[src/hdl/cpd_pkg.sv]
// shared types, constants and crc helper for the packet deframer
// no dependencies; imported by every other file of the block
package cpd_pkg;

  localparam int unsigned BYTE_W   = 8;
  localparam int unsigned STATUS_W = 2;
  localparam int unsigned PLEN_W   = 7;
  localparam int unsigned FLEN_W   = 16;
  localparam int unsigned CRC_W    = 16;
  localparam int unsigned CFG_AW   = 3;
  localparam int unsigned CFG_DW   = 32;

  localparam logic [CRC_W-1:0] CRC_INIT = 16'hFFFF;
  localparam logic [CRC_W-1:0] CRC_POLY = 16'hA001;

  localparam logic [STATUS_W-1:0] ST_GOOD    = 2'd0;
  localparam logic [STATUS_W-1:0] ST_CRC_ERR = 2'd1;
  localparam logic [STATUS_W-1:0] ST_END_ERR = 2'd2;

  localparam logic REG_SOF = 1'b0;
  localparam logic REG_EOF = 1'b1;

  localparam logic [BYTE_W-1:0] SOF_RST = 8'd170;
  localparam logic [BYTE_W-1:0] EOF_RST = 8'd85;

  typedef enum logic [3:0] {
    PH_WAIT,
    PH_CMD,
    PH_LEN_LO,
    PH_LEN_HI,
    PH_DATA,
    PH_CRC_LO,
    PH_CRC_HI,
    PH_END,
    PH_READ,
    PH_LOAD
  } phase_t;

  typedef enum logic [1:0] {
    RES_BYTE,
    RES_EMPTY,
    RES_CRC_ERR,
    RES_END_ERR
  } res_kind_t;

  typedef struct packed {
    logic      cap_cmd;
    logic      cap_len_lo;
    logic      cap_len_hi;
    logic      wr_data;
    logic      cap_crc_lo;
    logic      cap_crc_hi;
    logic      rd_issue;
    logic      idx_clr;
    logic      idx_inc;
    logic      out_load;
    res_kind_t kind;
  } cpd_cmd_t;

  typedef struct packed {
    logic start_hit;
    logic end_hit;
    logic crc_ok;
    logic len_in_zero;
    logic len_in_big;
    logic len_zero;
    logic data_last;
    logic emit_last;
  } cpd_stat_t;

  function automatic logic [CRC_W-1:0] crc_feed(input logic [CRC_W-1:0] crc,
                                                input logic [BYTE_W-1:0] b);
    logic [CRC_W-1:0] c;
    c = crc ^ {{(CRC_W-BYTE_W){1'b0}}, b};
    for (int k = 0; k < BYTE_W; k++) begin
      if (c[0]) begin
        c = (c >> 1) ^ CRC_POLY;
      end else begin
        c = c >> 1;
      end
    end
    return c;
  endfunction

endpackage

[src/hdl/cpd_if.sv]
// valid/ready channel interfaces for received bytes and frame results
// depends on cpd_pkg for field widths
interface cpd_in_if;
  import cpd_pkg::*;
  logic              valid;
  logic              ready;
  logic [BYTE_W-1:0] rx_byte;

  modport source (output valid, output rx_byte, input ready);
  modport sink (input valid, input rx_byte, output ready);
endinterface

interface cpd_out_if;
  import cpd_pkg::*;
  logic                valid;
  logic                ready;
  logic [STATUS_W-1:0] status;
  logic [BYTE_W-1:0]   command;
  logic [PLEN_W-1:0]   payload_length;
  logic [BYTE_W-1:0]   payload_byte;
  logic                byte_valid;
  logic                last;

  modport source (output valid, output status, output command, output payload_length,
                  output payload_byte, output byte_valid, output last, input ready);
  modport sink (input valid, input status, input command, input payload_length,
                input payload_byte, input byte_valid, input last, output ready);
endinterface

[src/hdl/cpd_ctrl.sv]
// frame parser state machine and output valid register
// depends on cpd_pkg; drives cpd_datapath through cpd_cmd_t
module cpd_ctrl
  import cpd_pkg::*;
(
  input  logic      clk,
  input  logic      rst_n,
  input  logic      in_valid,
  output logic      in_ready,
  output logic      out_valid,
  input  logic      out_ready,
  input  cpd_stat_t stat,
  output cpd_cmd_t  cmd
);

  phase_t state_r, state_nxt;
  logic   out_valid_r, out_valid_nxt;
  logic   out_free;
  logic   acc;

  assign out_free  = !out_valid_r || out_ready;
  assign acc       = in_valid && in_ready;
  assign out_valid = out_valid_r;

  always_comb begin
    state_nxt = state_r;
    unique case (state_r)
      PH_WAIT:   if (acc && stat.start_hit) state_nxt = PH_CMD;
      PH_CMD:    if (acc) state_nxt = PH_LEN_LO;
      PH_LEN_LO: if (acc) state_nxt = PH_LEN_HI;
      PH_LEN_HI: begin
        if (acc) begin
          priority if (stat.len_in_zero) state_nxt = PH_CRC_LO;
          else if (stat.len_in_big)      state_nxt = PH_WAIT;
          else                           state_nxt = PH_DATA;
        end
      end
      PH_DATA:   if (acc && stat.data_last) state_nxt = PH_CRC_LO;
      PH_CRC_LO: if (acc) state_nxt = PH_CRC_HI;
      PH_CRC_HI: if (acc) state_nxt = PH_END;
      PH_END: begin
        if (acc) begin
          if (stat.end_hit && stat.crc_ok && !stat.len_zero) begin
            state_nxt = PH_READ;
          end else begin
            state_nxt = PH_WAIT;
          end
        end
      end
      PH_READ:   state_nxt = PH_LOAD;
      PH_LOAD: begin
        if (out_free) begin
          state_nxt = stat.emit_last ? PH_WAIT : PH_READ;
        end
      end
      default:   state_nxt = PH_WAIT;
    endcase
  end

  always_comb begin
    cmd      = '0;
    cmd.kind = RES_BYTE;
    in_ready = 1'b0;
    unique case (state_r)
      PH_WAIT, PH_LEN_LO, PH_CRC_LO: in_ready = 1'b1;
      PH_CMD: begin
        in_ready    = 1'b1;
        cmd.cap_cmd = acc;
      end
      PH_LEN_HI: begin
        in_ready = 1'b1;
        cmd.cap_len_hi = acc;
        cmd.idx_clr    = acc;
      end
      PH_DATA: begin
        in_ready    = 1'b1;
        cmd.wr_data = acc;
      end
      PH_CRC_HI: begin
        in_ready       = 1'b1;
        cmd.cap_crc_hi = acc;
      end
      PH_END: begin
        in_ready = out_free;
        cmd.idx_clr = acc;
        priority if (!stat.end_hit) begin
          cmd.out_load = acc;
          cmd.kind     = RES_END_ERR;
        end else if (!stat.crc_ok) begin
          cmd.out_load = acc;
          cmd.kind     = RES_CRC_ERR;
        end else if (stat.len_zero) begin
          cmd.out_load = acc;
          cmd.kind     = RES_EMPTY;
        end else begin
          cmd.out_load = 1'b0;
        end
      end
      PH_READ:   cmd.rd_issue = 1'b1;
      PH_LOAD: begin
        cmd.out_load = out_free;
        cmd.idx_inc  = out_free;
      end
      default:   in_ready = 1'b0;
    endcase
    cmd.cap_len_lo = (state_r == PH_LEN_LO) && acc;
    cmd.cap_crc_lo = (state_r == PH_CRC_LO) && acc;
  end

  always_comb begin
    out_valid_nxt = out_valid_r;
    if (cmd.out_load) begin
      out_valid_nxt = 1'b1;
    end else if (out_ready) begin
      out_valid_nxt = 1'b0;
    end
  end

  always_ff @(posedge clk) begin
    if (!rst_n) begin
      state_r     <= PH_WAIT;
      out_valid_r <= 1'b0;
    end else begin
      state_r     <= state_nxt;
      out_valid_r <= out_valid_nxt;
    end
  end

endmodule

[src/hdl/cpd_datapath.sv]
// frame fields, running crc, payload memory and result register
// depends on cpd_pkg; commanded by cpd_ctrl
module cpd_datapath
  import cpd_pkg::*;
#(
  parameter int unsigned PAYLOAD_DEPTH = 64
) (
  input  logic                clk,
  input  logic                rst_n,
  input  logic [BYTE_W-1:0]   in_byte,
  input  logic [BYTE_W-1:0]   sof_byte,
  input  logic [BYTE_W-1:0]   eof_byte,
  input  cpd_cmd_t            cmd,
  output cpd_stat_t           stat,
  output logic [STATUS_W-1:0] out_status,
  output logic [BYTE_W-1:0]   out_command,
  output logic [PLEN_W-1:0]   out_payload_length,
  output logic [BYTE_W-1:0]   out_payload_byte,
  output logic                out_byte_valid,
  output logic                out_last
);

  localparam int unsigned AW = (PAYLOAD_DEPTH > 1) ? $clog2(PAYLOAD_DEPTH) : 1;

  logic [BYTE_W-1:0]   mem [PAYLOAD_DEPTH];
  logic [BYTE_W-1:0]   rd_data_r;
  logic [BYTE_W-1:0]   command_r;
  logic [BYTE_W-1:0]   len_lo_r;
  logic [FLEN_W-1:0]   length_r;
  logic [CRC_W-1:0]    rx_crc_r;
  logic [CRC_W-1:0]    crc_r, crc_nxt;
  logic [PLEN_W-1:0]   pos_r, pos_nxt;
  logic [PLEN_W-1:0]   pos_inc;
  logic [FLEN_W-1:0]   len_in;

  logic [STATUS_W-1:0] status_r;
  logic [BYTE_W-1:0]   ocmd_r;
  logic [PLEN_W-1:0]   olen_r;
  logic [BYTE_W-1:0]   obyte_r;
  logic                bvalid_r;
  logic                last_r;

  assign len_in  = {in_byte, len_lo_r};
  assign pos_inc = pos_r + PLEN_W'(1);

  always_comb begin
    stat.start_hit   = (in_byte == sof_byte);
    stat.end_hit     = (in_byte == eof_byte);
    stat.crc_ok      = (crc_r == rx_crc_r);
    stat.len_in_zero = (len_in == '0);
    stat.len_in_big  = (len_in > FLEN_W'(PAYLOAD_DEPTH));
    stat.len_zero    = (length_r == '0);
    stat.data_last   = ({{(FLEN_W-PLEN_W){1'b0}}, pos_inc} >= length_r);
    stat.emit_last   = ({{(FLEN_W-PLEN_W){1'b0}}, pos_inc} == length_r);
  end

  always_comb begin
    crc_nxt = crc_r;
    if (cmd.cap_cmd) begin
      crc_nxt = crc_feed(CRC_INIT, in_byte);
    end else if (cmd.wr_data) begin
      crc_nxt = crc_feed(crc_r, in_byte);
    end
  end

  always_comb begin
    pos_nxt = pos_r;
    if (cmd.idx_clr) begin
      pos_nxt = '0;
    end else if (cmd.wr_data || cmd.idx_inc) begin
      pos_nxt = pos_inc;
    end
  end

  always_ff @(posedge clk) begin
    if (!rst_n) begin
      crc_r <= CRC_INIT;
      pos_r <= '0;
    end else begin
      crc_r <= crc_nxt;
      pos_r <= pos_nxt;
    end
  end

  always_ff @(posedge clk) begin
    if (cmd.cap_cmd)    command_r <= in_byte;
    if (cmd.cap_len_lo) len_lo_r  <= in_byte;
    if (cmd.cap_len_hi) length_r  <= len_in;
    if (cmd.cap_crc_lo) rx_crc_r  <= {{(CRC_W-BYTE_W){1'b0}}, in_byte};
    if (cmd.cap_crc_hi) rx_crc_r  <= {in_byte, rx_crc_r[BYTE_W-1:0]};
  end

  always_ff @(posedge clk) begin
    if (cmd.wr_data) mem[pos_r[AW-1:0]] <= in_byte;
    if (cmd.rd_issue) rd_data_r <= mem[pos_r[AW-1:0]];
  end

  // result register keeps its own command and length while the next frame parses
  always_ff @(posedge clk) begin
    if (cmd.out_load) begin
      ocmd_r <= command_r;
      olen_r <= length_r[PLEN_W-1:0];
      unique case (cmd.kind)
        RES_BYTE: begin
          status_r <= ST_GOOD;
          obyte_r  <= rd_data_r;
          bvalid_r <= 1'b1;
          last_r   <= stat.emit_last;
        end
        RES_EMPTY: begin
          status_r <= ST_GOOD;
          obyte_r  <= '0;
          bvalid_r <= 1'b0;
          last_r   <= 1'b1;
        end
        RES_CRC_ERR: begin
          status_r <= ST_CRC_ERR;
          obyte_r  <= '0;
          bvalid_r <= 1'b0;
          last_r   <= 1'b1;
        end
        RES_END_ERR: begin
          status_r <= ST_END_ERR;
          obyte_r  <= '0;
          bvalid_r <= 1'b0;
          last_r   <= 1'b1;
        end
        default: begin
          status_r <= ST_END_ERR;
          obyte_r  <= '0;
          bvalid_r <= 1'b0;
          last_r   <= 1'b1;
        end
      endcase
    end
  end

  assign out_status         = status_r;
  assign out_command        = ocmd_r;
  assign out_payload_length = olen_r;
  assign out_payload_byte   = obyte_r;
  assign out_byte_valid     = bvalid_r;
  assign out_last           = last_r;

endmodule

[src/hdl/crc_packet_deframer_core.sv]
// Marker-framed packet deframer with CRC-16/MODBUS check.
// in_ch takes one received byte per transaction; out_ch gives one result per
// transaction: one per payload byte of a good frame, or a single result for an
// empty frame, a crc mismatch or a wrong end marker. Frames longer than
// PAYLOAD_DEPTH are dropped without a result.
// While a frame is parsed a byte is taken every cycle. The end byte is taken
// only when the output register is free; an error or empty result shows in
// the cycle after it. For a good frame the payload results follow the end
// byte one at a time, each read from the payload memory into a register, then
// loaded into the output register once it is free. in_ch.ready stays low until
// the last result is loaded. A stalled receiver holds the output register,
// which keeps its own command and length; once the last result is loaded,
// parsing of the next frame goes on meanwhile until its end byte. Reset (rst_n
// low, synchronous) returns the parser to hunting for the start marker, clears
// the output valid and loads the markers to 170 and 85. The user must write
// markers over the cfg_ port only while idle; the block does not enforce it.
// Start marker at address 0, end marker at address 4. No clearing pass.
module crc_packet_deframer_core
  import cpd_pkg::*;
#(
  parameter int unsigned PAYLOAD_DEPTH = 64
) (
  input  logic              clk,
  input  logic              rst_n,
  cpd_in_if.sink            in_ch,
  cpd_out_if.source         out_ch,
  input  logic              cfg_psel,
  input  logic              cfg_penable,
  input  logic              cfg_pwrite,
  input  logic [CFG_AW-1:0] cfg_paddr,
  input  logic [CFG_DW-1:0] cfg_pwdata,
  output logic [CFG_DW-1:0] cfg_prdata,
  output logic              cfg_pready
);

  logic [BYTE_W-1:0] sof_byte_r;
  logic [BYTE_W-1:0] eof_byte_r;
  logic              cfg_wr;
  cpd_cmd_t          cmd;
  cpd_stat_t         stat;

  assign cfg_pready = 1'b1;
  assign cfg_wr     = cfg_psel && cfg_penable && cfg_pwrite;

  always_ff @(posedge clk) begin
    if (!rst_n) begin
      sof_byte_r <= SOF_RST;
      eof_byte_r <= EOF_RST;
    end else if (cfg_wr) begin
      unique case (cfg_paddr[2])
        REG_SOF: sof_byte_r <= cfg_pwdata[BYTE_W-1:0];
        REG_EOF: eof_byte_r <= cfg_pwdata[BYTE_W-1:0];
        default: sof_byte_r <= sof_byte_r;
      endcase
    end
  end

  always_comb begin
    unique case (cfg_paddr[2])
      REG_SOF: cfg_prdata = {{(CFG_DW-BYTE_W){1'b0}}, sof_byte_r};
      REG_EOF: cfg_prdata = {{(CFG_DW-BYTE_W){1'b0}}, eof_byte_r};
      default: cfg_prdata = '0;
    endcase
  end

  cpd_ctrl u_ctrl (
    .clk       (clk),
    .rst_n     (rst_n),
    .in_valid  (in_ch.valid),
    .in_ready  (in_ch.ready),
    .out_valid (out_ch.valid),
    .out_ready (out_ch.ready),
    .stat      (stat),
    .cmd       (cmd)
  );

  cpd_datapath #(
    .PAYLOAD_DEPTH (PAYLOAD_DEPTH)
  ) u_dp (
    .clk                (clk),
    .rst_n              (rst_n),
    .in_byte            (in_ch.rx_byte),
    .sof_byte           (sof_byte_r),
    .eof_byte           (eof_byte_r),
    .cmd                (cmd),
    .stat               (stat),
    .out_status         (out_ch.status),
    .out_command        (out_ch.command),
    .out_payload_length (out_ch.payload_length),
    .out_payload_byte   (out_ch.payload_byte),
    .out_byte_valid     (out_ch.byte_valid),
    .out_last           (out_ch.last)
  );

endmodule

[src/flat_wrapper.sv]
// flat-port wrapper written by rule: the top's interface ports become plain ports
module crc_packet_deframer_core_flat import cpd_pkg::*;
#(
  parameter int unsigned PAYLOAD_DEPTH = 64
)
  (clk, rst_n, cfg_psel, cfg_penable, cfg_pwrite, cfg_paddr, cfg_pwdata, cfg_prdata, cfg_pready, in_ch_valid, in_ch_rx_byte, in_ch_ready, out_ch_valid, out_ch_status, out_ch_command, out_ch_payload_length, out_ch_payload_byte, out_ch_byte_valid, out_ch_last, out_ch_ready);
  cpd_in_if in_ch_i ();
  cpd_out_if out_ch_i ();
  input  logic clk;
  input  logic rst_n;
  input  logic cfg_psel;
  input  logic cfg_penable;
  input  logic cfg_pwrite;
  input  logic [CFG_AW-1:0] cfg_paddr;
  input  logic [CFG_DW-1:0] cfg_pwdata;
  output logic [CFG_DW-1:0] cfg_prdata;
  output logic cfg_pready;
  input wire logic [$bits(in_ch_i.valid)-1:0] in_ch_valid;
  input wire logic [$bits(in_ch_i.rx_byte)-1:0] in_ch_rx_byte;
  output wire logic [$bits(in_ch_i.ready)-1:0] in_ch_ready;
  output wire logic [$bits(out_ch_i.valid)-1:0] out_ch_valid;
  output wire logic [$bits(out_ch_i.status)-1:0] out_ch_status;
  output wire logic [$bits(out_ch_i.command)-1:0] out_ch_command;
  output wire logic [$bits(out_ch_i.payload_length)-1:0] out_ch_payload_length;
  output wire logic [$bits(out_ch_i.payload_byte)-1:0] out_ch_payload_byte;
  output wire logic [$bits(out_ch_i.byte_valid)-1:0] out_ch_byte_valid;
  output wire logic [$bits(out_ch_i.last)-1:0] out_ch_last;
  input wire logic [$bits(out_ch_i.ready)-1:0] out_ch_ready;
  assign in_ch_i.valid = in_ch_valid;
  assign in_ch_i.rx_byte = in_ch_rx_byte;
  assign in_ch_ready = in_ch_i.ready;
  assign out_ch_valid = out_ch_i.valid;
  assign out_ch_status = out_ch_i.status;
  assign out_ch_command = out_ch_i.command;
  assign out_ch_payload_length = out_ch_i.payload_length;
  assign out_ch_payload_byte = out_ch_i.payload_byte;
  assign out_ch_byte_valid = out_ch_i.byte_valid;
  assign out_ch_last = out_ch_i.last;
  assign out_ch_i.ready = out_ch_ready;
  crc_packet_deframer_core #(.PAYLOAD_DEPTH(PAYLOAD_DEPTH)) u_core (.clk(clk), .rst_n(rst_n), .in_ch(in_ch_i), .out_ch(out_ch_i), .cfg_psel(cfg_psel), .cfg_penable(cfg_penable), .cfg_pwrite(cfg_pwrite), .cfg_paddr(cfg_paddr), .cfg_pwdata(cfg_pwdata), .cfg_prdata(cfg_prdata), .cfg_pready(cfg_pready));
endmodule
[config.mk]
export PLATFORM = sky130hd
export DESIGN_NAME = crc_packet_deframer_core_flat
export DESIGN_NICKNAME = d
export VERILOG_FILES = /design/src/hdl/cpd_pkg.sv /design/src/hdl/cpd_if.sv /design/src/hdl/cpd_ctrl.sv /design/src/hdl/cpd_datapath.sv /design/src/hdl/crc_packet_deframer_core.sv /design/src/flat_wrapper.sv
export SDC_FILE = /design/constraint.sdc
export NUM_CORES = 1
export LEC_CHECK = 0
export BUFFER_PORTS_ARGS = -buffer_cell sky130_fd_sc_hd__buf_2
export CORE_MARGIN = 5
export CORE_UTILIZATION = 45
export DETAILED_ROUTE_END_ITERATION = 7
export PLACE_DENSITY = 0.72
export SETUP_SLACK_MARGIN = 0.02
export SLEW_MARGIN = 20
export SYNTH_ARGS = -nofsm -noshare
export SYNTH_HDL_FRONTEND = slang
export SYNTH_SLANG_ARGS = --single-unit
[constraint.sdc]
create_clock -name clk -period 3.06 [get_ports clk]
set_input_delay 0.153 -clock clk [delete_from_list [all_inputs] [get_ports clk]]
set_output_delay 0.153 -clock clk [all_outputs]
set_load 0.1 [all_outputs]
== Word-level counts from Yosys, hierarchy flattened ==
Memory sizes are Yosys's and may differ from the RTL's. A register that Yosys moved wholly into a read port is not among the register bits.
Index checks and enable logic that the tools add are counted.
W data, S select, Z words.

* Add/subtract/negate cells: 1
* Magnitude comparators: 2
* Equality and inequality tests: 25
* Muxes and demuxes: 78
* Bitwise operators: 21
* Reductions and logical operators: 29

{| class="wikitable"
|+ Operators by type and width
! operator !! number
|-
| $mux W16 || 41
|-
| $pmux W32 S2 || 1
|-
| $not A2 Y3 || 16
|-
| $mux W4 || 11
|-
| $pmux W4 S10 || 1
|-
| $logic_not A16 Y1 || 2
|-
| $ne A2 B2 Y1 const B || 9
|-
| $eq A16 B16 Y1 || 1
|-
| $eq A4 B3 Y1 const B || 4
|-
| $eq A7 B16 Y1 || 1
|-
| $eq A8 B8 Y1 || 2
|-
| $ge A7 B16 Y1 || 1
|-
| $gt A16 B7 Y1 const B || 1
|-
| $not A8 Y16 || 1
|-
| $pmux W8 S2 || 1
|-
| $xor A16 B8 Y16 || 1
|-
| $mux W1 || 13
|-
| $mux W3 || 4
|-
| $logic_and A1 B1 Y1 || 9
|-
| $reduce_and A9 Y1 || 1
|-
| $eq A4 B2 Y1 const B || 2
|-
| $eq A4 B4 Y1 const B || 2
|-
| $pmux W1 S2 || 4
|-
| $add A7 B1 Y7 const B || 1
|-
| other kinds (15) || 26
|}

* Register bits: 119
* RAM bits: 512
* Input bits: 50
* Output and inout port bits: 62
* Word-level logic and storage cells: 174
* Memories kept: 1

{| class="wikitable"
|+ Memory list
! memory !! words !! bits a word !! rd ports !! clocked after Yosys merged registers in !! wr ports !! line !! source
|-
| u_core.u_dp.mem || 64 || 8 || 1 || 1 || 1 || cpd_datapath.sv:25 || <nowiki>logic [BYTE_W-1:0] mem [PAYLOAD_DEPTH];</nowiki>
|}

== Logic depth before layout (Yosys ltp) ==
Gate-level depths: netlist of the first run.

* Depth after elaboration: 35
* Mapped depth: 14
* Mapped depth without buffers: 11

== Modules after synthesis ==
A second synthesis of the first run with hierarchy kept.

* Cell total of the unflattened synthesis: 1,624
* Area total of the unflattened synthesis: 26,317.7 um2

{| class="wikitable"
|+ Modules (own cells, without submodules)
! module !! instances !! cells an instance !! area each (um2) !! seq. area each (um2)
|-
| cpd_datapath || 1 || 1,442 || 24,773.8 || 18,327.6
|-
| crc_packet_deframer_core || 1 || 107 || 991.0 || 320.3
|-
| cpd_ctrl || 1 || 75 || 553.0 || 100.1
|}

== Least setup slack after synthesis of the first run ==
OpenSTA, ideal clock, no wires.

* Path kind: register to register
* Start point: reg u_core.u_dp.pos_r[2]
* End point: reg u_core.u_ctrl.state_r[0]
* Data arrival time: 2,792 ps
* Required time: 2,984 ps
* Setup slack: 192 ps
* Stages on the path, launching flop included: 14
* Clock period less this slack: 2,868 ps
* Path through: dfxtp_1 buf_6 buf_2 buf_2 buf_2 buf_2 nand3_1 xnor2_1 ha_1 nand4b_1 a31oi_1 o21ai_0 or4b_1 a21boi_0

* Longest elaborated chain between the ends: 5

{| class="wikitable"
|+ Ends and longest elaborated chain
! what !! line !! source
|-
| start, declared || cpd_datapath.sv:32 || <nowiki>logic [PLEN_W-1:0] pos_r, pos_nxt;</nowiki>
|-
| start signal, assigned || cpd_datapath.sv:81 || <nowiki>pos_r <= pos_nxt;</nowiki>
|-
| $add A7 B1 Y7 || cpd_datapath.sv:44 || <nowiki>assign pos_inc = pos_r + PLEN_W'(1);</nowiki>
|-
| named net u_core.u_dp.pos_inc[6] || cpd_datapath.sv:33 || <nowiki>logic [PLEN_W-1:0] pos_inc;</nowiki>
|-
| $ge A7 B16 Y1 || cpd_datapath.sv:53 || <nowiki>stat.data_last = ({{(FLEN_W-PLEN_W){1'b0}}, pos_inc} >= length_r);</nowiki>
|-
| $logic_and A1 B1 Y1 || cpd_ctrl.sv:38 || <nowiki>PH_DATA: if (acc && stat.data_last) state_nxt = PH_CRC_LO;</nowiki>
|-
| $ne A2 B2 Y1 (no source line) || -- ||
|-
| $reduce_and A9 Y1 (no source line) || -- ||
|-
| end signal, assigned || cpd_ctrl.sv:124 || <nowiki>state_r <= state_nxt;</nowiki>
|-
| end, declared || cpd_ctrl.sv:16 || <nowiki>phase_t state_r, state_nxt;</nowiki>
|}

The timed path passes the listed nets, and every way through them passes these cells.
A chain may end at the register's enable or synchronous reset.

==> summary.txt, run 1 <==
Worst-Margin Slew -> 1.09 ns
DRC violations left -> 0
Setup crit end kind -> register
met3 GRT Util -> 6.34%
antenna violations before repair -> 3
ratio of cells with drive above 1 in the final layout -> 23.1%
cts bufs inserted -> 66
post-CTS sizing -> 0
Initial Util -> 45.2%
post-synthesis compound-gate area fraction -> 7.25%
Routed Antenna Nets -> 0
pin count of the biggest net entering global routing -> 70
crit path launch type -> register
post-route cell area -> 0.0300 sq mm
RSZ-0062 raised after global routing -> no
register area share after synthesis -> 72.4%
vias in the first global route -> 15300
CTS max path bufs -> 3
total global-route track usage -> 20.5%
final net count -> 1866
top_reg_cell synth -> edfxtp_1
slowest stage cell on the critical path -> dfxtp_4
Post-synth EDFFs -> 595
TritonCTS clock tree -> yes
Core Region -> 0.0574 sq mm
Crit path buffers/inverters -> 1
Die H -> 250 um
CP top delay family -> simple AND/OR/NAND/NOR gates
clk sinks -> 639
grt met2 use -> 31.8%
die width -> 250 um
root buffer cell -> clkbuf_16
Clk Latency, worst-skew pair -> 0.61 ns
Synth Area in Adders -> 0.580%
Tmin final -> 2.82 ns
Pwr Density -> 598 mW/mm^2
Total Wirelength -> 65.9 mm
Setup Skew -> 0.0230 ns
Reg2Reg Setup Slack -> 0.24 ns
peak supply drop -> 0.694 mV
final slew viol count -> 0
post-detail-place hpwl -> 41.8 mm
std cell rows -> 88
worst hold start -> in_ch_rx_byte[6]
gpl congestion -> 0.892
ys async rst share -> 0%
max incr delay on CP -> 0.62 ns
Hold Fails Final Rpt -> 0
hold endpoint -> u_core.u_dp.rx_crc_r[14]
number of synthesized register bits -> 639
maximum clock rate -> 0.354 GHz
GR peak layer -> met2
first-pass GRT wire length -> 96.9 mm
period utilization -> 92.2%
synth warn -> 0
Setup WS post-layout -> 0.239 ns
max cap viols -> 0
Remaining Overflow, GRT -> 0
clk slew on worst S/H paths -> 0.06 ns
Synth Area in XOR/XNOR -> 2.63%
wire per inst -> 25.2 um
area grow syn2layout -> 15.8%
GRT met1 Usage -> 27.2%
Setup Total Neg Slack -> 0 ns
crit path cell chain -> nor2_1 -> buf_4 -> a221oi_1 -> nor2_1 -> a221oi_1 -> o22ai_1 -> or4_1
combinational family with the most area after synthesis -> multiplexers
hold depth -> 2
slew margin rel. -> 27.3%
average size of a mapped cell -> 16.2 sq um
simple-gate share of the synthesized area -> 5.98%
DP Worst Slack -> 0.267 ns
post-synth cell types -> 72
area after detailed placement -> 0.0279 sq mm
DR pass1 iterations -> 7
I/O Pins -> 112
Max Fanout on Critical Path -> 30
Detailed Route Iter0 Violations -> 1915
vias per cell -> 5.89
RR Endpoint -> u_core.u_dp.rd_data_r[2]
Worst Hold Slack -> 0.0170 ns
die area -> 0.0625 sq mm
crit path DAT -> 3.15 ns
WP data required -> 3.39 ns
WS Path Type -> reg2reg
H-tree depth -> 3
Syn Inst Count -> 1598
commonest cells after routing, fill and taps aside -> edfxtp_1 (595), buf_4 (157), nor2_1 (122)
static leakage -> 10.0 nW
Hold/Removal Path Class -> in2reg
FF-to-FF path depth -> 7
Mapped Area -> 0.0259 sq mm
Reg-to-Reg Start -> u_core.u_dp.pos_r[2]
status -> completed
via count -> 15400
setup violators final -> 0
post-synthesis mux area share -> 8.14%
Port Buf Inserts -> 60
commonest non-fill, non-tap cell in the layout -> edfxtp_1
## sequential cells by signal (all words and copies together), names as in the netlist
signal                          cells
u_core.u_dp.pos_r                   7
u_core.u_dp.out_payload_length      7
u_core.eof_byte_r                   8
u_core.u_dp.out_status              2
u_core.u_dp.out_command             8
u_core.u_ctrl.out_valid             1
u_core.u_dp.command_r               8
u_core.u_dp.rx_crc_r               16
u_core.sof_byte_r                   8
u_core.u_dp.out_byte_valid          1
u_core.u_dp.rd_data_r               8
u_core.u_dp.out_last                1
u_core.u_dp.crc_r                  16
u_core.u_dp.len_lo_r                8
u_core.u_dp.length_r               16
u_core.u_dp.mem                   512
u_core.u_dp.out_payload_byte        8
u_core.u_ctrl.state_r               4
## power by group
group | internal (W) | switching (W) | total [W]
clock network | 0.00431 | 0.00318 | 0.00749
registers | 0.00959 | 0.0000432 | 0.00963
logic | 0.000219 | 0.000588 | 0.000807
total | 0.0141 | 0.00381 | 0.0179
## synthesized netlist by cell type (all sizes together), types with 3 or more instances
cell	n	area (sq um)
and2	19	119
inv	22	82.6
ha	12	150
mux2i	39	390
o21ai	24	120
xor2	32	280
xnor2	38	333
nand2b	4	25.0
or2	3	18.8
mux2	60	683
edfxtp	595	17900
clkbuf	33	124
a21boi	11	82.6
o22ai	29	181
a221oi	75	682
dfxtp	44	881
nand3b	4	30.0
buf	87	572
nor2	123	462
a21oi	26	130
o221ai	6	52.6
a311oi	3	26.3
o211ai	7	52.6
nand3	32	160
nand4	15	93.8
nand2	90	338
nor4	14	87.6
a22oi	38	285
o22a	3	26.3
mux4	46	1040
a221o	5	50.1
nor2b	9	56.3
nor3	6	30.0
## final cells by class
class	instances	area, sq um
flip-flops and latches	639	18800
well taps	765	957
clock inverters	22	195
repair buffers	235	1710
inverters	23	86.3
clock buffers	90	1810
diodes	2	5.00
multi-input cells	839	6480
fillers	4557	27400
## through the flow
step	util [%]	std cells	total power, W
global route	52.3	2614	0.0185
global placement	48.6	2488	0.0106
detailed placement	48.6	2488	0.0106
floorplan	-	1621	0.0104
CTS	52.3	2612	0.0180
finish	52.3	2615	0.0179
## worst max path at each step
stage                              start                  endpoint  slack [ns]  cells after the start
floorplan           u_core.u_dp.pos_r[2]  u_core.u_ctrl.state_r[0]        0.19                     13
global placement    u_core.u_dp.pos_r[0]  u_core.u_dp.rd_data_r[4]        0.21                      7
detailed placement  u_core.u_dp.pos_r[1]  u_core.u_dp.rd_data_r[2]        0.27                      7
CTS                 u_core.u_dp.pos_r[1]  u_core.u_dp.rd_data_r[2]        0.24                      7
global route        u_core.u_dp.pos_r[2]  u_core.u_dp.rd_data_r[2]         0.1                      7
finish              u_core.u_dp.pos_r[2]  u_core.u_dp.rd_data_r[2]        0.24                      7
## cell families after synthesis
logic type | count (synthesis)
DFF | 639
buffers and inverters | 143
AOI/OAI and AO/OA | 249
other | 2
and+or+nand+nor | 335
muxes | 145
adders and majority gates | 12
xor gates and xnor gates | 73
## per-layer routing
| layer | wire, um | up-vias | share of wire (%) |
|---|---|---|---|
| li1 | - | 6642 | - |
| met5 | 17 | - | 0.026 |
| met1 | 25400 | 7731 | 39 |
| met2 | 30600 | 882 | 46 |
| met4 | 2490 | 2 | 3.8 |
| met3 | 7350 | 143 | 11 |
## repair_timing
item                                    4_1_cts  5_1_grt
setup buffers                                 0        1
endpoints found under the setup margin        0        1
hold buffers                                 12        0
hold endpoints to repair                     23        0
Note: power is estimated with default switching activity, not from simulation.
==> inputs of run 2 (changes only) <==
Settings changed: MAX_ROUTING_LAYER from default to met4.
==> summary.txt, run 2 (synthesis gave the netlist of run 1 again) <==
final slew viol count -> 0 (unchanged)
worst hold start -> in_ch_rx_byte[2] (was in_ch_rx_byte[6])
period utilization -> 93.3% (was 92.2%)
Reg2Reg Setup Slack -> 0.21 ns (was 0.24 ns)
clk slew on worst S/H paths -> 0.06 ns (about the same)
Routed Antenna Nets -> 0 (unchanged)
FILL cells -> 4519 (was 4557)
Hold Fails Final Rpt -> 0 (unchanged)
Core Region -> 0.0574 sq mm (unchanged)
total global-route track usage -> 21.1% (was 20.5%)
FF+latch area -> 0.0188 sq mm (unchanged)
Clk Latency, worst-skew pair -> 0.61 ns (about the same)
Die H -> 250 um (unchanged)
ratio of cells with drive above 1 in the final layout -> 23.6% (was 23.1%)
CTS max path bufs -> 3 (unchanged)
crit path DAT -> 3.28 ns (was 3.15 ns)
clk sinks -> 639 (unchanged)
RSZ-0062 raised after global routing -> no (unchanged)
final net count -> 1868 (was 1866)
WP data required -> 3.49 ns (was 3.39 ns)
slowest stage cell on the critical path -> nor2b_1 (was dfxtp_4)
die width -> 250 um (unchanged)
Crit path buffers/inverters -> 2 (was 1)
max cap viols -> 0 (unchanged)
FF-to-FF path depth -> 8 (was 7)
commonest cells after routing, fill and taps aside -> edfxtp_1 (595), buf_4 (155), nor2_1 (122) (was edfxtp_1 (595), buf_4 (157), nor2_1 (122))
hold endpoint -> u_core.u_dp.mem[1][2] (was u_core.u_dp.rx_crc_r[14])
vias per cell -> 5.88 (was 5.89)
Multi-input gate area -> 0.00647 sq mm (was 0.00648 sq mm)
slew margin rel. -> 32.6% (was 27.3%)
DRC violations left -> 0 (unchanged)
crit path cell chain -> buf_4 -> nor2b_1 -> buf_4 -> a221oi_1 -> o221a_2 -> o22ai_1 -> nor2_1 -> nand3_1 (was nor2_1 -> buf_4 -> a221oi_1 -> nor2_1 -> a221oi_1 -> o22ai_1 -> or4_1)
Reg-to-Reg Start -> u_core.u_dp.pos_r[0] (was u_core.u_dp.pos_r[2])
commonest non-fill, non-tap cell in the layout -> edfxtp_1 (unchanged)
post-detail-place hpwl -> 42.3 mm (was 41.8 mm)
# hold bufs at CTS -> 12 (unchanged)
most used cell along the critical path -> buf_4
WP depth -> 8 (was 7)
H-tree depth -> 3 (unchanged)
area grow syn2layout -> 16.1% (was 15.8%)
pin count of the biggest net entering global routing -> 71 (was 70)
gpl congestion -> 0.941 (was 0.892)
max incr delay on CP -> 0.81 ns (was 0.62 ns)
static leakage -> 10.1 nW (was 10.0 nW)
Detailed Route Iter0 Violations -> 2117 (was 1915)
Setup crit end kind -> register (unchanged)
cts bufs inserted -> 66 (unchanged)
Port Buf Inserts -> 60 (unchanged)
maximum clock rate -> 0.350 GHz (was 0.354 GHz)
peak supply drop -> 0.441 mV (was 0.694 mV)
setup bufs post-CTS -> 0 (unchanged)
Max Fanout on Critical Path -> 18 (was 30)
Setup Total Neg Slack -> 0 ns (unchanged)
WS Path Type -> reg2reg (unchanged)
Hold/Removal Path Class -> in2reg (unchanged)
hold depth -> 1 (was 2)
DR pass1 iterations -> 5 (was 7)
antenna violations before repair -> 3 (unchanged)
std cell rows -> 88 (unchanged)
status -> completed (unchanged)
Tmin final -> 2.85 ns (was 2.82 ns)
Pwr Density -> 597 mW/mm^2 (was 598 mW/mm^2)
Remaining Overflow, GRT -> 0 (unchanged)
CP top delay family -> simple AND/OR/NAND/NOR gates (unchanged)
crit path launch type -> register (unchanged)
RR Endpoint -> u_core.u_dp.rd_data_r[4] (was u_core.u_dp.rd_data_r[2])
die area -> 0.0625 sq mm (unchanged)
Setup Skew -> 0.0288 ns (was 0.0230 ns)
post-CTS sizing -> 0 (unchanged)
via count -> 15400 (about the same)
I/O Pins -> 112 (unchanged)
Worst Hold Slack -> 0.0436 ns (was 0.0170 ns)
vias in the first global route -> 15300 (about the same)
wire per inst -> 25.0 um (was 25.2 um)
setup violators final -> 0 (unchanged)
Total Wirelength -> 65.4 mm (was 65.9 mm)
TritonCTS clock tree -> yes (unchanged)
root buffer cell -> clkbuf_16 (unchanged)
Initial Util -> 45.2% (unchanged)
first-pass GRT wire length -> 97.8 mm (was 96.9 mm)
Largest register FFs -> 512 (unchanged)
Worst-Margin Slew -> 1.01 ns (was 1.09 ns)
[run 2: cell types whose count changed in the layout (fill, tap and decap cells not counted), sizes merged]
cell,change
clkinv,+9
clkbuf,-8
inv,+3
buf,+2
clkinvlp,+1
diode,+1
[run 2: worst reg2reg max path, delay by kind of cell (launching register included)]
| family | cells | cell delay [ns] |
|---|---|---|
| AOI/OAI and AO/OA | 3 | 0.59 |
| DFF | 1 | 0.51 |
| and+or+nand+nor | 3 | 1.09 |
| buffers and inverters | 2 | 0.51 |
[run 2: cell type report]
cell class | count | area share (%)
inverters | 23 | 0.287
multi-input cells | 839 | 21.5
diodes | 3 | 0.0250
repair buffers | 237 | 5.93
clock buffers | 82 | 5.80
flip-flops and latches | 639 | 62.4
clock inverters | 35 | 0.861
well taps | 765 | 3.18
[run 2: how the worst max path moves through the flow]
stage / from / endpoint
after detailed placement: u_core.u_dp.pos_r[2] / u_core.u_dp.rd_data_r[1]
after global placement: u_core.u_dp.pos_r[1] / u_core.u_dp.rd_data_r[1]
final: u_core.u_dp.pos_r[0] / u_core.u_dp.rd_data_r[4]
after floorplan: u_core.u_dp.pos_r[2] / u_core.u_ctrl.state_r[0]
after global routing: u_core.u_dp.pos_r[1] / u_core.u_ctrl.state_r[0]
after CTS: u_core.u_dp.pos_r[1] / u_core.u_ctrl.state_r[0]
[run 2: routing by layer]
metal  vias up  GRT usage, %  share of wire [%]
li1       6660             -                  -
met1      7685          28.4                 39
met2       948          32.6                 47
met3       138          4.57                 11
met4         0          6.61                2.9
met5         -             -                  0
[run 2: stage by stage]
stage / cell area [sq um] / utilization [%] / power (W) / worst slack [ns] / std cells
finish: 30100 / 52.4 / 0.0179 / 0.205 / 2623
global route: 30100 / 52.4 / 0.0185 / 0.0548 / 2621
CTS: 30100 / 52.4 / 0.0180 / 0.234 / 2620
detailed placement: 27900 / 48.7 / 0.0106 / 0.232 / 2491
global placement: 27900 / 48.7 / 0.0106 / 0.242 / 2491
floorplan: 26000 / - / 0.0104 / 0.192 / 1621
[run 2: where the power goes]
part / total, W / switching [W] / leakage [nW] / internal [W]
sequential: 0.00963 / 0.0000437 / 5.72 / 0.00959
combinational: 0.000816 / 0.000595 / 3.37 / 0.000221
clock: 0.00750 / 0.00326 / 0.982 / 0.00424
==> inputs of run 3 (changes only) <==
--- a/config.mk
+++ b/config.mk
@@ -11,4 +11,6 @@
 export DETAILED_ROUTE_END_ITERATION = 7
+export GPL_TIMING_DRIVEN = 0
 export MAX_ROUTING_LAYER = met4
 export PLACE_DENSITY = 0.72
+export RECOVER_POWER = 100
 export SETUP_SLACK_MARGIN = 0.02
==> constraint.sdc (replaced) <==
create_clock -name clk -period 3.06 [get_ports clk]
set_input_delay 0.612 -clock clk [delete_from_list [all_inputs] [get_ports clk]]
set_output_delay 0.612 -clock clk [all_outputs]
set_load 0.1 [all_outputs]
==> summary.txt, run 3 (synthesis gave the netlist of run 1 again) <==
switching share of power -> 21.5% (was 21.7%)
die width -> 250 um (unchanged)
vias in the first global route -> 15500 (was 15300)
RR Endpoint -> u_core.u_dp.mem[49][6] (was u_core.u_dp.rd_data_r[4])
clk sinks -> 639 (unchanged)
post-detail-place hpwl -> 47.0 mm (was 42.3 mm)
Sw Pwr -> 0.00387 W (was 0.00390 W)
Detailed Route Iter0 Violations -> 2376 (was 2117)
worst hold start -> cfg_pwdata[0] (was in_ch_rx_byte[2])
vias per cell -> 6.15 (was 5.88)
area after detailed placement -> 0.0273 sq mm (was 0.0279 sq mm)
Setup Skew -> 0.0524 ns (was 0.0288 ns)
max cap viols -> 2 (was 0)
gpl congestion -> 1.00 (was 0.941)
Routed Antenna Nets -> 0 (unchanged)
area grow syn2layout -> 16.3% (was 16.1%)
CTS max path bufs -> 3 (unchanged)
I/O Pins -> 112 (unchanged)
post-route cell area -> 0.0301 sq mm (about the same)
wire per inst -> 28.7 um (was 25.0 um)
crit path launch type -> register (unchanged)
DRC violations left -> 0 (unchanged)
cts bufs inserted -> 61 (was 66)
Clk Latency, worst-skew pair -> 0.64 ns (was 0.61 ns)
root buffer cell -> clkbuf_16 (unchanged)
period utilization -> 102% (was 93.3%)
Pwr Density -> 597 mW/mm^2 (about the same)
Setup WS post-layout -> -0.0680 ns (was 0.205 ns)
FF-to-FF path depth -> 6 (was 8)
RSZ-0062 raised after global routing -> no (unchanged)
commonest non-fill, non-tap cell in the layout -> edfxtp_1 (unchanged)
first-pass GRT wire length -> 107 mm (was 97.8 mm)
Initial Util -> 45.2% (unchanged)
TritonCTS clock tree -> yes (unchanged)
Multi-input gate area -> 0.00703 sq mm (was 0.00647 sq mm)
Hold Fails Final Rpt -> 0 (unchanged)
Tmin final -> 3.13 ns (was 2.85 ns)
final slew viol count -> 9 (was 0)
crit path DAT -> 3.42 ns (was 3.28 ns)
antenna violations before repair -> 3 (unchanged)
Total Wirelength -> 73.8 mm (was 65.4 mm)
std cell rows -> 88 (unchanged)
Reg2Reg Setup Slack -> -0.07 ns (was 0.21 ns)
Worst-Margin Slew -> 1.56 ns (was 1.01 ns)
maximum clock rate -> 0.320 GHz (was 0.350 GHz)
Gate power share -> 4.5% (about the same)
WP data required -> 3.36 ns (was 3.49 ns)
slew margin rel. -> -4.88% (was 32.6%)
hold depth -> 3 (was 1)
hold endpoint -> u_core.eof_byte_r[0] (was u_core.u_dp.mem[1][2])
Port Buf Inserts -> 58 (was 60)
Core Region -> 0.0574 sq mm (unchanged)
final net count -> 1817 (was 1868)
peak supply drop -> 0.499 mV (was 0.441 mV)
final core occ -> 52.5% (was 52.4%)
Flop pwr share -> 53.6% (was 53.7%)
Hold/Removal Path Class -> in2reg (unchanged)
clk slew on worst S/H paths -> 0.06 ns (about the same)
status -> complete, but fails checks (was completed)
FF+latch area -> 0.0188 sq mm (about the same)
Reg-to-Reg Start -> u_core.u_dp.pos_r[0] (unchanged)
commonest cells after routing, fill and taps aside -> edfxtp_1 (595), nand2_1 (85), clkbuf_1 (69), a221oi_1 (69) (was edfxtp_1 (595), buf_4 (155), nor2_1 (122))
via count -> 15800 (was 15400)
Setup crit end kind -> register (unchanged)
total global-route track usage -> 23.8% (was 21.1%)
Remaining Overflow, GRT -> 0 (unchanged)
die area -> 0.0625 sq mm (unchanged)
failing checks -> max-capacitance violations, max-slew violations, negative setup slack
WS Path Type -> reg2reg (unchanged)
DR pass1 iterations -> 5 (unchanged)
Internal -> 0.0141 W (was 0.0140 W)
H-tree depth -> 2 (was 3)
Die H -> 250 um (unchanged)
FILL cells -> 4553 (was 4519)
ratio of cells with drive above 1 in the final layout -> 24.3% (was 23.6%)
Max Fanout on Critical Path -> 10 (was 18)
static leakage -> 9.64 nW (was 10.1 nW)
setup violators final -> 59 (was 0)
Setup Total Neg Slack -> -1.61 ns (was 0 ns)
Largest register FFs -> 512 (unchanged)
Clk pwr share -> 41.9% (was 41.8%)
pin count of the biggest net entering global routing -> 74 (was 71)
==> run 3: cell count changes in the layout (fill, tap and decap cells not counted), moves of 21 or more <==
cell | before | now
buf_4 | 155 | 61
nor2_1 | 122 | 53
clkbuf_1 | 14 | 69
nor2_4 | 0 | 48
buf_2 | 60 | 26
nor2_2 | 1 | 22
==> run 3: stage by stage <==
step	total power, W	cells	setup WS [ns]	hold slack [ns]
finish	0.0180	2573	-0.0680	0.218
floorplan	0.0104	1621	0.192	0.400
CTS	0.0180	2557	-0.216	0.180
global route	0.0185	2573	0.0140	0.211
detailed placement	0.0106	2445	-1.23	0.405
global placement	0.0106	2444	-1.34	0.405
==> run 3: final cells by class <==
class                           count  share of cell area (%)
Inverter                           23                   0.291
Sequential cell                   639                    62.2
Timing Repair Buffer               73                    1.35
Tap cell                          765                    3.18
Multi-Input combinational cell    839                    23.3
Antenna cell                        3                  0.0249
Clock buffer                       78                    5.31
Buffer                            118                    2.98
Clock inverter                     35                    1.30
==> run 3: repair_timing <==
action                                  CTS  global route
endpoints found under the setup margin  550           518
pin swaps                                 1             2
gates resized for setup                 208            52
hold buffers                              0             0
setup buffers                             0            14
==> run 3: how the worst max path moves through the flow <==
stage                                   from                         endpoint  slack [ns]  depth (start not counted)
detailed placement      u_core.u_dp.pos_r[2]         u_core.u_ctrl.state_r[0]       -1.23                         13
floorplan               u_core.u_dp.pos_r[2]         u_core.u_ctrl.state_r[0]        0.19                         13
finish                  u_core.u_dp.pos_r[0]           u_core.u_dp.mem[49][6]       -0.07                          6
CTS                 u_core.u_ctrl.state_r[1]           u_core.u_dp.mem[13][7]       -0.22                          6
global route            u_core.u_dp.pos_r[1]         u_core.u_dp.rd_data_r[7]        0.01                          9
global placement            in_ch_rx_byte[4]  u_core.u_dp.out_payload_byte[1]       -1.34                          8
==> run 3: critical path, cell delays in order, from the launching register on <==
cell	delay, ns
dfxtp_4	0.38
buf_4	0.13
nor2b_1	0.12
clkbuf_1	0.64
buf_2	0.54
nand2_2	0.49
nor2_4	0.47
==> run 3: routing by layer <==
layer	GRT usage (%)	up-vias	wire (um)
met1	32.0	7913	28100
li1	-	6569	-
met2	34.6	1107	32900
met5	-	-	0
met4	10.4	0	3750
met3	6.12	232	9040
==> run 3: power groups by stage <==
stage | Combinational (W) | Sequential, W | Clock (W)
floorplan | 0.000559 | 0.00981 | 0
global placement | 0.000779 | 0.00983 | 0
detailed placement | 0.000807 | 0.00982 | 0
CTS | 0.000811 | 0.00964 | 0.00759
global route | 0.000869 | 0.00964 | 0.00799
finish | 0.000817 | 0.00964 | 0.00753
